[src/rtl/sjfq_pkg.sv]
// ----------------------------------------------------------------------------
// sjfq_pkg: shared definitions for the shortest-job-first queue
// Capacity, derived widths, the stored entry layout, the request and status
// codes, and the memory access bundle passed from control to storage.
// ----------------------------------------------------------------------------
package sjfq_pkg;

    localparam int CAPACITY = 16;
    localparam int IDX_W    = (CAPACITY > 1) ? $clog2(CAPACITY) : 1;
    localparam int CNT_W    = $clog2(CAPACITY + 1);
    localparam int KEY_W    = 16;
    localparam int ID_W     = 16;

    localparam logic ACT_INSERT = 1'b0;
    localparam logic ACT_DRAIN  = 1'b1;

    localparam logic [1:0] ST_TASK  = 2'd0;
    localparam logic [1:0] ST_EMPTY = 2'd1;
    localparam logic [1:0] ST_FULL  = 2'd2;

    typedef struct packed {
        logic [KEY_W-1:0] key;
        logic [ID_W-1:0]  id;
    } entry_t;

    typedef struct packed {
        logic             we;
        logic [IDX_W-1:0] waddr;
        entry_t           wdata;
        logic             re;
        logic [IDX_W-1:0] raddr;
    } mem_req_t;

endpackage

[src/rtl/sjfq_mem.sv]
// ----------------------------------------------------------------------------
// sjfq_mem: entry storage for the queue
// One write port and one read port; the read data is registered, so it is
// valid in the cycle after the read is issued.
// ----------------------------------------------------------------------------
module sjfq_mem (
    input  logic              clk,
    input  sjfq_pkg::mem_req_t req,
    output sjfq_pkg::entry_t  rdata
);

    sjfq_pkg::entry_t mem_array [sjfq_pkg::CAPACITY];
    sjfq_pkg::entry_t rdata_reg;

    always_ff @(posedge clk)
    begin
        if (req.we)
        begin
            mem_array[req.waddr] <= req.wdata;
        end
        if (req.re)
        begin
            rdata_reg <= mem_array[req.raddr];
        end
    end

    assign rdata = rdata_reg;

endmodule

[src/rtl/sjfq_ctrl.sv]
// ----------------------------------------------------------------------------
// sjfq_ctrl: sequencer for insert and drain requests
// Inserts walk from the tail toward the head, moving each larger-or-equal
// entry up one slot until the new entry's place is found. Drains read the
// store in order, one entry per cycle, and register each result.
// ----------------------------------------------------------------------------
module sjfq_ctrl (
    input  logic                  clk,
    input  logic                  rst_n,
    input  logic                  start,
    output logic                  busy,
    input  logic                  action,
    input  logic [15:0]           task_id,
    input  logic [15:0]           task_cycles,
    output sjfq_pkg::mem_req_t    mem_req,
    input  sjfq_pkg::entry_t      mem_rdata,
    output logic                  result_valid,
    output logic [15:0]           out_id,
    output logic [15:0]           out_cycles,
    output logic [1:0]            status,
    output logic                  last
);

    typedef enum logic [3:0] {
        S_IDLE    = 4'b0001,
        S_INS_RD  = 4'b0010,
        S_INS_CMP = 4'b0100,
        S_DRAIN   = 4'b1000
    } state_t;

    state_t                       state_reg, state_next;
    logic [sjfq_pkg::CNT_W-1:0]   entry_count_reg, entry_count_next;
    logic [sjfq_pkg::IDX_W-1:0]   pos_reg, pos_next;
    logic [sjfq_pkg::IDX_W-1:0]   rd_ptr_reg, rd_ptr_next;
    sjfq_pkg::entry_t             new_reg, new_next;
    logic                         rd_pend_reg, rd_pend_next;
    logic                         last_pend_reg, last_pend_next;
    logic                         valid_reg, valid_next;
    logic [15:0]                  out_id_reg, out_id_next;
    logic [15:0]                  out_cycles_reg, out_cycles_next;
    logic [1:0]                   status_reg, status_next;
    logic                         last_reg, last_next;
    logic                         accept;
    logic                         is_full;
    logic                         drain_last;

    assign busy       = (state_reg != S_IDLE) || rd_pend_reg;
    assign accept     = start && !busy;
    assign is_full    = (entry_count_reg == sjfq_pkg::CNT_W'(sjfq_pkg::CAPACITY));
    assign drain_last = ((sjfq_pkg::CNT_W'(rd_ptr_reg) + 1'b1) == entry_count_reg);

    always_comb
    begin
        state_next       = state_reg;
        entry_count_next = entry_count_reg;
        pos_next         = pos_reg;
        rd_ptr_next      = rd_ptr_reg;
        new_next         = new_reg;
        rd_pend_next     = 1'b0;
        last_pend_next   = last_pend_reg;
        valid_next       = 1'b0;
        out_id_next      = out_id_reg;
        out_cycles_next  = out_cycles_reg;
        status_next      = status_reg;
        last_next        = last_reg;
        mem_req          = '0;

        unique case (state_reg)
            S_IDLE:
            begin
                if (accept)
                begin
                    if (action == sjfq_pkg::ACT_INSERT)
                    begin
                        if (is_full)
                        begin
                            valid_next      = 1'b1;
                            out_id_next     = '0;
                            out_cycles_next = '0;
                            status_next     = sjfq_pkg::ST_FULL;
                            last_next       = 1'b1;
                        end
                        else
                        begin
                            new_next.key = task_cycles;
                            new_next.id  = task_id;
                            pos_next     = sjfq_pkg::IDX_W'(entry_count_reg);
                            state_next   = S_INS_RD;
                        end
                    end
                    else if (entry_count_reg == '0)
                    begin
                        valid_next      = 1'b1;
                        out_id_next     = '0;
                        out_cycles_next = '0;
                        status_next     = sjfq_pkg::ST_EMPTY;
                        last_next       = 1'b1;
                    end
                    else
                    begin
                        rd_ptr_next = '0;
                        state_next  = S_DRAIN;
                    end
                end
            end

            S_INS_RD:
            begin
                if (pos_reg == '0)
                begin
                    mem_req.we       = 1'b1;
                    mem_req.waddr    = pos_reg;
                    mem_req.wdata    = new_reg;
                    entry_count_next = entry_count_reg + 1'b1;
                    state_next       = S_IDLE;
                end
                else
                begin
                    mem_req.re    = 1'b1;
                    mem_req.raddr = pos_reg - 1'b1;
                    state_next    = S_INS_CMP;
                end
            end

            S_INS_CMP:
            begin
                mem_req.we    = 1'b1;
                mem_req.waddr = pos_reg;
                if (new_reg.key > mem_rdata.key)
                begin
                    mem_req.wdata    = new_reg;
                    entry_count_next = entry_count_reg + 1'b1;
                    state_next       = S_IDLE;
                end
                else
                begin
                    mem_req.wdata = mem_rdata;
                    pos_next      = pos_reg - 1'b1;
                    state_next    = S_INS_RD;
                end
            end

            S_DRAIN:
            begin
                mem_req.re     = 1'b1;
                mem_req.raddr  = rd_ptr_reg;
                rd_pend_next   = 1'b1;
                last_pend_next = drain_last;
                if (drain_last)
                begin
                    entry_count_next = '0;
                    state_next       = S_IDLE;
                end
                else
                begin
                    rd_ptr_next = rd_ptr_reg + 1'b1;
                end
            end

            default:
            begin
                state_next = S_IDLE;
            end
        endcase

        // Read data from the drain sweep is captured into the result register the cycle after it arrives.
        if (rd_pend_reg)
        begin
            valid_next      = 1'b1;
            out_id_next     = mem_rdata.id;
            out_cycles_next = mem_rdata.key;
            status_next     = sjfq_pkg::ST_TASK;
            last_next       = last_pend_reg;
        end
    end

    always_ff @(posedge clk or negedge rst_n)
    begin
        if (!rst_n)
        begin
            state_reg       <= S_IDLE;
            entry_count_reg <= '0;
            rd_pend_reg     <= 1'b0;
            valid_reg       <= 1'b0;
        end
        else
        begin
            state_reg       <= state_next;
            entry_count_reg <= entry_count_next;
            rd_pend_reg     <= rd_pend_next;
            valid_reg       <= valid_next;
        end
    end

    always_ff @(posedge clk)
    begin
        pos_reg        <= pos_next;
        rd_ptr_reg     <= rd_ptr_next;
        new_reg        <= new_next;
        last_pend_reg  <= last_pend_next;
        out_id_reg     <= out_id_next;
        out_cycles_reg <= out_cycles_next;
        status_reg     <= status_next;
        last_reg       <= last_next;
    end

    assign result_valid = valid_reg;
    assign out_id       = out_id_reg;
    assign out_cycles   = out_cycles_reg;
    assign status       = status_reg;
    assign last         = last_reg;

    a_count_bound: assert property (@(posedge clk) disable iff (!rst_n)
        entry_count_reg <= sjfq_pkg::CNT_W'(sjfq_pkg::CAPACITY))
        else $error("entry count exceeds capacity");

    a_no_write_in_drain: assert property (@(posedge clk) disable iff (!rst_n)
        (state_reg == S_DRAIN) |-> !mem_req.we)
        else $error("store written during a drain");

    a_write_in_range: assert property (@(posedge clk) disable iff (!rst_n)
        mem_req.we |-> (sjfq_pkg::CNT_W'(mem_req.waddr) <= entry_count_reg))
        else $error("write beyond the filled part of the store");

    a_empty_drain: assert property (@(posedge clk) disable iff (!rst_n)
        (accept && (action == sjfq_pkg::ACT_DRAIN) && (entry_count_reg == '0))
        |=> (result_valid && (status == sjfq_pkg::ST_EMPTY) && last))
        else $error("drain of an empty queue did not report empty");

    a_drain_result: assert property (@(posedge clk) disable iff (!rst_n)
        rd_pend_reg |=> (result_valid && (status == sjfq_pkg::ST_TASK)))
        else $error("drained entry not delivered");

endmodule

[src/rtl/shortest_job_first_queue.sv]
// ----------------------------------------------------------------------------
// shortest_job_first_queue: bounded task queue sorted by cycle count
// An insert for N stored tasks does one memory read and one write-back per
// entry that has to move up a slot, then writes the new entry into its gap.
// A drain of N tasks passes each entry through the memory read register and
// the result register, one result per cycle, bounded by the single memory read port.
// Refused inserts and empty drains report in the cycle after the request.
// Reset clears the entry count and control state; no clearing pass is run.
// ----------------------------------------------------------------------------
//
// The store holds up to CAPACITY entries, each a cycle count and a task id,
// kept in ascending order of cycle count from address 0 upward. An insert
// request starts at the tail and moves every entry whose count is not
// smaller than the new one up by one slot, then writes the new entry into
// the gap; equal counts therefore leave the newest task ahead of older ones.
// Each step reads one entry and writes it back in the following cycle, so reads and
// writes of the same address never overlap.
//
// A drain request sweeps the store from the head, one read per cycle, and
// presents every entry with status "task" on the result ports, flagging the
// final one with last. The queue is empty afterward. Results are strobed by
// result_valid for one cycle each and cannot be held off by the receiver.
// busy stays high until the final read of a drain has been delivered to the
// output register, so a new request may arrive while that result is shown.
module shortest_job_first_queue (
    input  logic        clk,
    input  logic        rst_n,
    input  logic        start,
    output logic        busy,
    input  logic        action,
    input  logic [15:0] task_id,
    input  logic [15:0] task_cycles,
    output logic        result_valid,
    output logic [15:0] out_id,
    output logic [15:0] out_cycles,
    output logic [1:0]  status,
    output logic        last
);

    sjfq_pkg::mem_req_t mem_req;
    sjfq_pkg::entry_t   mem_rdata;

    // Entry storage: one write and one registered read per cycle.
    sjfq_mem u_mem (
        .clk   (clk),
        .req   (mem_req),
        .rdata (mem_rdata)
    );

    // Request sequencing, entry count and the result register.
    sjfq_ctrl u_ctrl (
        .clk          (clk),
        .rst_n        (rst_n),
        .start        (start),
        .busy         (busy),
        .action       (action),
        .task_id      (task_id),
        .task_cycles  (task_cycles),
        .mem_req      (mem_req),
        .mem_rdata    (mem_rdata),
        .result_valid (result_valid),
        .out_id       (out_id),
        .out_cycles   (out_cycles),
        .status       (status),
        .last         (last)
    );

endmodule
[config.mk]
export PLATFORM = sky130hd
export DESIGN_NAME = shortest_job_first_queue
export DESIGN_NICKNAME = d
export VERILOG_FILES = /design/src/rtl/sjfq_pkg.sv /design/src/rtl/sjfq_mem.sv /design/src/rtl/sjfq_ctrl.sv /design/src/rtl/shortest_job_first_queue.sv
export SDC_FILE = /design/constraint.sdc
export NUM_CORES = 1
export LEC_CHECK = 0
export BUFFER_PORTS_ARGS = -buffer_cell sky130_fd_sc_hd__buf_2
export CAP_MARGIN = 10
export CORE_AREA = 10 10 258 260
export DETAILED_ROUTE_END_ITERATION = 7
export DIE_AREA = 0 0 268 270
export PLACE_DENSITY = 0.56
export SYNTH_ARGS = -nofsm -noshare
export SYNTH_HDL_FRONTEND = slang
export SYNTH_HIERARCHICAL = 1
export SYNTH_SLANG_ARGS = --single-unit
[constraint.sdc]
create_clock -name clk -period 16.8 [get_ports clk]
set_clock_uncertainty 0.2 [all_clocks]
set_input_delay 0.84 -clock clk [delete_from_list [all_inputs] [get_ports clk]]
set_output_delay 0.84 -clock clk [all_outputs]
set_load 0.005 [all_outputs]
**Word level (Yosys, flattened, before mapping)**

Memory sizes are Yosys's and may differ from the RTL's. A register that Yosys moved wholly into a read port is not among the register bits.
Index checks and enable logic that the tools add are counted.

- Register bits: 87
- RAM bits: 512
- Output and inout port bits: 37
- Word-level logic and storage cells: 113
- Memories: 1

Memories:

| memory | depth | bits a word | rd ports | clocked after memory_dff | write ports | RTL line | source |
|---|---|---|---|---|---|---|---|
| u_mem.mem_array | 16 | 32 | 1 | 1 | 1 | sjfq_mem.sv:12 | `sjfq_pkg::entry_t mem_array [sjfq_pkg::CAPACITY];` |

- Add/subtract/negate cells: 4
- $lt $le $gt $ge: 1
- Eq/ne operators: 21
- Multiplexer cells: 52
- Bitwise gates (word level): 2
- Reduce and logical (&&, ||, !) cells: 19

Operators by type and width:

| kind | number |
|---|---|
| 16-bit two-way mux | 7 |
| 37-bit one-hot mux with 2 select lines | 1 |
| 4-bit two-way mux | 13 |
| 37-bit two-way mux | 1 |
| 32-bit two-way mux | 1 |
| 5-bit two-way mux | 4 |
| 4-bit AND reduction | 5 |
| 16-bit > comparator | 1 |
| 4-bit one-hot mux with 2 select lines | 2 |
| 4-bit one-hot mux with 4 select lines | 1 |
| 1-bit two-way mux | 15 |
| 5-bit one-hot mux with 3 select lines | 1 |
| 2-bit inequality test (second input constant) | 6 |
| 2-bit by 1-bit inequality test with 1-bit output (second input constant) | 5 |
| 5-bit one-hot mux with 2 select lines | 1 |
| 5-bit AND reduction | 2 |
| 2-bit nonzero test | 5 |
| 2-bit two-way mux | 4 |
| 3-bit inequality test (second input constant) | 2 |
| 3-bit nonzero test | 2 |
| 4-bit by 1-bit adder with 5-bit output (second input constant) | 1 |
| 5-bit by 1-bit adder with 5-bit output (second input constant) | 1 |
| 5-bit == test | 1 |
| 5-bit == test (second input constant) | 1 |
| other kinds (15) | 16 |

**Depth between registers and ports, before layout**

- Depth after elaboration: 7
- Gate-level depth with buffers: 11

**Modules after synthesis**

The synthesis kept the hierarchy.

By module, submodules not included:

| module | instances | cells each | area an instance (µm²) |
|---|---|---|---|
| sjfq_mem | 1 | 838 | 20155.6 |
| sjfq_ctrl | 1 | 332 | 4162.7 |

**Least setup slack after synthesis**

No wires, ideal clock.

- Kind: register to register
- Start: register u_ctrl.state_reg[0]
- End: register u_ctrl/pos_reg[0] (netlist bit), enable pin
- Library setup time: 0.314 ns
- Arrival time: 5.044 ns
- Data required time: 16.286 ns
- Path slack: 11.242 ns
- Cell stages (with the launch flop): 5
- Period minus slack after synthesis: 5.558 ns
- Path through: dfstp_2 nor4b_1 nand2_1 nor4b_1 or2_2

- Cells in the longest elaborated chain, start to end: 6

Ends and longest elaborated chain:

| what | RTL line | source |
|---|---|---|
| start: declaration | sjfq_ctrl.sv:31 | `state_t state_reg, state_next;` |
| start signal: assignment | sjfq_ctrl.sv:188 | `state_reg <= state_next;` |
| 4-bit by 1-bit inequality test with 1-bit output | sjfq_ctrl.sv:47 | `assign busy = (state_reg != S_IDLE) \|\| rd_pend_reg;` |
| 1-bit logical OR | sjfq_ctrl.sv:47 |  |
| 1-bit zero test | sjfq_ctrl.sv:48 | `assign accept = start && !busy;` |
| 1-bit logical AND | sjfq_ctrl.sv:48 |  |
| 2-bit by 1-bit inequality test with 1-bit output (no line) | -- |  |
| 5-bit AND reduction (no line) (*) | -- |  |
| end signal: assignment | sjfq_ctrl.sv:197 | `pos_reg <= pos_next;` |
| end: declaration | sjfq_ctrl.sv:33 | `logic [sjfq_pkg::IDX_W-1:0] pos_reg, pos_next;` |

Mark *: on every way between the ends. The rest lies on a longest branch, timed or not.
A chain may end at the register's enable or synchronous reset.

==> impl_metrics.ini <==
[floorplan]
die_h_um = 270
ios = 73
dieArea_mm2 = 0.07236
core-area_mm2 = 0.06126
chipWidth_um = 268
start_util_pct = 39.70
fp-row-count = 91

[sta]
max-slew-margin-rel_pct = 22.93
finalSetupViolCount = 0
maxSlewViolCount = 0
fmax_mhz = 182.8
fin_crit_ns = 5.471
tightestPinTransition_ns = 1.156
rsz0062_at_grt = false
fin_crit_sh_pct = 32.56
tns_ns = 0
hold_viol = 0
fin_hold_ws_ns = 0.1715

[worst_hold_path]
whs_endpoint = u_ctrl/new_reg[8]$_DFFE_PP_
hold_path.class = input port to register
whs_path_depth = 1
hold_start = task_id[8]

[clock_network]
insertion_delay_ns = 0.63
cts_resized = 0
post-cts-setup-buffers = 0
cts_tree = built
root_buffer = clkbuf_16
clock_sinks = 631
cts_buffer_depth = 3
cts.reportedPaths.clkPinSlew_ns = 0.06
cts_hold_buf = 1
numCtsBuffers = 61
ctsHtreeMaxLevel = 2

[synthesis]
yosys.area.top_type = edfxtp_1
synth.area.top_cells = edfxtp_1 76%, mux4_2 12%, a22oi_1 2.0%
yosysUniqueCellTypes = 46
synth-seq-area-share_pct = 77.61
ys_ff_latch = 631
synth_cells = 1170
synth-edff-count = 618
ys.flop_type = edfxtp_1
netlist_area_mm2 = 0.02432
yosysTopAreaCellShare_pct = 76.31
yosysWarnings = 6
async_flop_share_pct = 1.743
syn_area_per_cell_um2 = 20.78
syn_nets = 1226

[place]
io_buffers = 72
place.detailed.instances = 2007
place_congestion = 0.7585
dp_hpwl_um = 31080

[worst_setup_path]
critPathMaxFanout = 47
startpoint = u_ctrl/state_reg[1]$_DFFE_PN0P_
r2r_slack_ns = 11.33
critical_path_buf_inv_count = 4
r2r_cells = 10
critical_path.max_stage_delay_ns = 0.83
r2r-end = u_mem/rdata[21]$_DFFE_PP_
slowest_stage = buf_4
r2r-start = u_ctrl/state_reg[1]$_DFFE_PN0P_
crit_type = register to register
path_cells = or4b_2, inv_1, nand2_1, o21ai_4, buf_4, buf_4, buf_4, mux4_2, a22oi_1, nand2_1
critical_path.most_common_cell = buf_4
cpLargestDelayFamily = buffers and inverters
crit_required_ns = 16.98
crit_path_start_kind = register
cp.arrival_ns = 5.65
end_kind = register

[grt]
antenna_found_initial = 1
grt_max_degree = 68
grt_pass1_vias = 12342
track_usage_pct = 16.35
grt-ovfl-total = 0
grt_pass1_wl_um = 86080

[routing]
vias_per_cell = 5.664
drtIter0Drc = 1084
drt-total-wl_um = 58860
vias = 11985
drt-pass1-iter-count = 5
wire_per_inst_um = 27.82
ant_nets = 0
drc = 0

[power_and_ir_drop]
p_leak_nw = 8.049
power_density_mw_per_mm2 = 123.2
vdd_drop_max_uv = 81.89
finalPower_mw = 3.430

[final_layout]
nNetsFinal = 1337
n_antenna_cell = 0
largest_register_ffs = 512
finalNonFillerCells = 2116
drive_gt1_share_pct = 26.85
synthToLayoutAreaGrowth_pct = 14.50

[flow_run]
cap_violations = 0

[run_status]
status = finished clean
[final cells by class]
cell class,instances,area [um^2]
Fill cell,5172,33410
Sequential cell,631,18870
Multi-Input combinational cell,456,5271
Clock buffer,72,1568
Tap cell,790,988.4
Timing Repair Buffer,107,625.6
Clock inverter,36,426.7
Inverter,24,90.09
[worst reg2reg max path: stages (launching register included)]
cell and delay [ns]:
dfrtp_1 0.41, or4b_2 0.79, inv_1 0.24, nand2_1 0.13, o21ai_4 0.07, buf_4 0.79
buf_4 0.80, buf_4 0.85, mux4_2 0.64, a22oi_1 0.21, nand2_1 0.08
[synthesized netlist by cell type, drive strengths merged, types with 3 or more instances]
| master | count |
|---|---|
| o21ai | 11 |
| o21bai | 4 |
| nand3 | 6 |
| mux4 | 128 |
| nor3 | 9 |
| a22oi | 64 |
| xnor2 | 7 |
| xor2 | 3 |
| edfxtp | 618 |
| or4 | 3 |
| inv | 24 |
| nor2b | 4 |
| dfrtp | 10 |
| a21oi | 13 |
| nand2b | 7 |
| a31o | 3 |
| nor4b | 3 |
| clkbuf | 26 |
| nor2 | 31 |
| nand2 | 48 |
| and2 | 36 |
| buf | 33 |
| a22o | 35 |
| ha | 20 |
[cell families after synthesis]
family | Yosys count | synth area share, %
fa+ha+maj | 20 | 1.029
buf+inv | 83 | 1.492
simple gates | 160 | 3.391
flops | 631 | 77.61
xor+xnor | 10 | 0.3602
mux | 129 | 11.90
compound gates | 137 | 4.214
[cells in the final DEF, fill, tap and decap left out, drive strengths merged, types with 3 or more instances in the layout]
| cell | n |
|---|---|
| mux4 | 128 |
| xnor2 | 7 |
| nand3 | 6 |
| nor2 | 31 |
| a22o | 35 |
| o21ai | 11 |
| ha | 20 |
| bufinv | 9 |
| nor4b | 3 |
| nor3 | 9 |
| inv | 25 |
| dfrtp | 10 |
| a22oi | 64 |
| a21oi | 13 |
| and2 | 36 |
| or4 | 3 |
| nor2b | 4 |
| clkinvlp | 3 |
| clkbuf | 72 |
| edfxtp | 618 |
| xor2 | 3 |
| a31o | 3 |
| o21bai | 4 |
| buf | 106 |
| nand2 | 48 |
| clkinv | 23 |
| nand2b | 7 |
[stage by stage]
step	area [um^2]	setup WS, ns	util, %
final	27840	11.33	45.46
after global routing	27840	10.80	45.46
after CTS	27840	11.15	45.46
after detailed placement	25840	11.17	42.18
after global placement	25840	11.28	42.18
after floorplan	24320	11.24	-
[worst max path at each step]
| stage | cells after the start | end | slack [ns] |
|---|---|---|---|
| floorplan | 4 | u_ctrl/pos_reg[0]$_DFFE_PP_ | 11.24 |
| global placement | 10 | u_mem/rdata[15]$_DFFE_PP_ | 11.28 |
| detailed placement | 10 | u_mem/rdata[21]$_DFFE_PP_ | 11.17 |
| CTS | 10 | u_mem/rdata[21]$_DFFE_PP_ | 11.15 |
| global route | 10 | u_mem/rdata[16]$_DFFE_PP_ | 10.80 |
| finish | 10 | u_mem/rdata[21]$_DFFE_PP_ | 11.33 |
[power by group]
| group | internal [mW] | leakage (nW) | switching (mW) |
|---|---|---|---|
| Clock | 0.800 | 0.956 | 0.575 |
| Combinational | 0.0993 | 1.99 | 0.157 |
| Sequential | 1.77 | 5.11 | 0.0256 |
[metal layers]
layer  routed length (um)  vias up  part of all wire, %  GRT usage [%]
met5                    0        -                    0              0
met4                 1231        0                  2.1          4.133
met3                 3448       85                  5.9          2.576
met2                27820      378                   47          25.68
met1                26360     6478                   45          23.46
li1                     -     5044                    -              -
No activity file was read; power rests on OpenSTA's default activity.
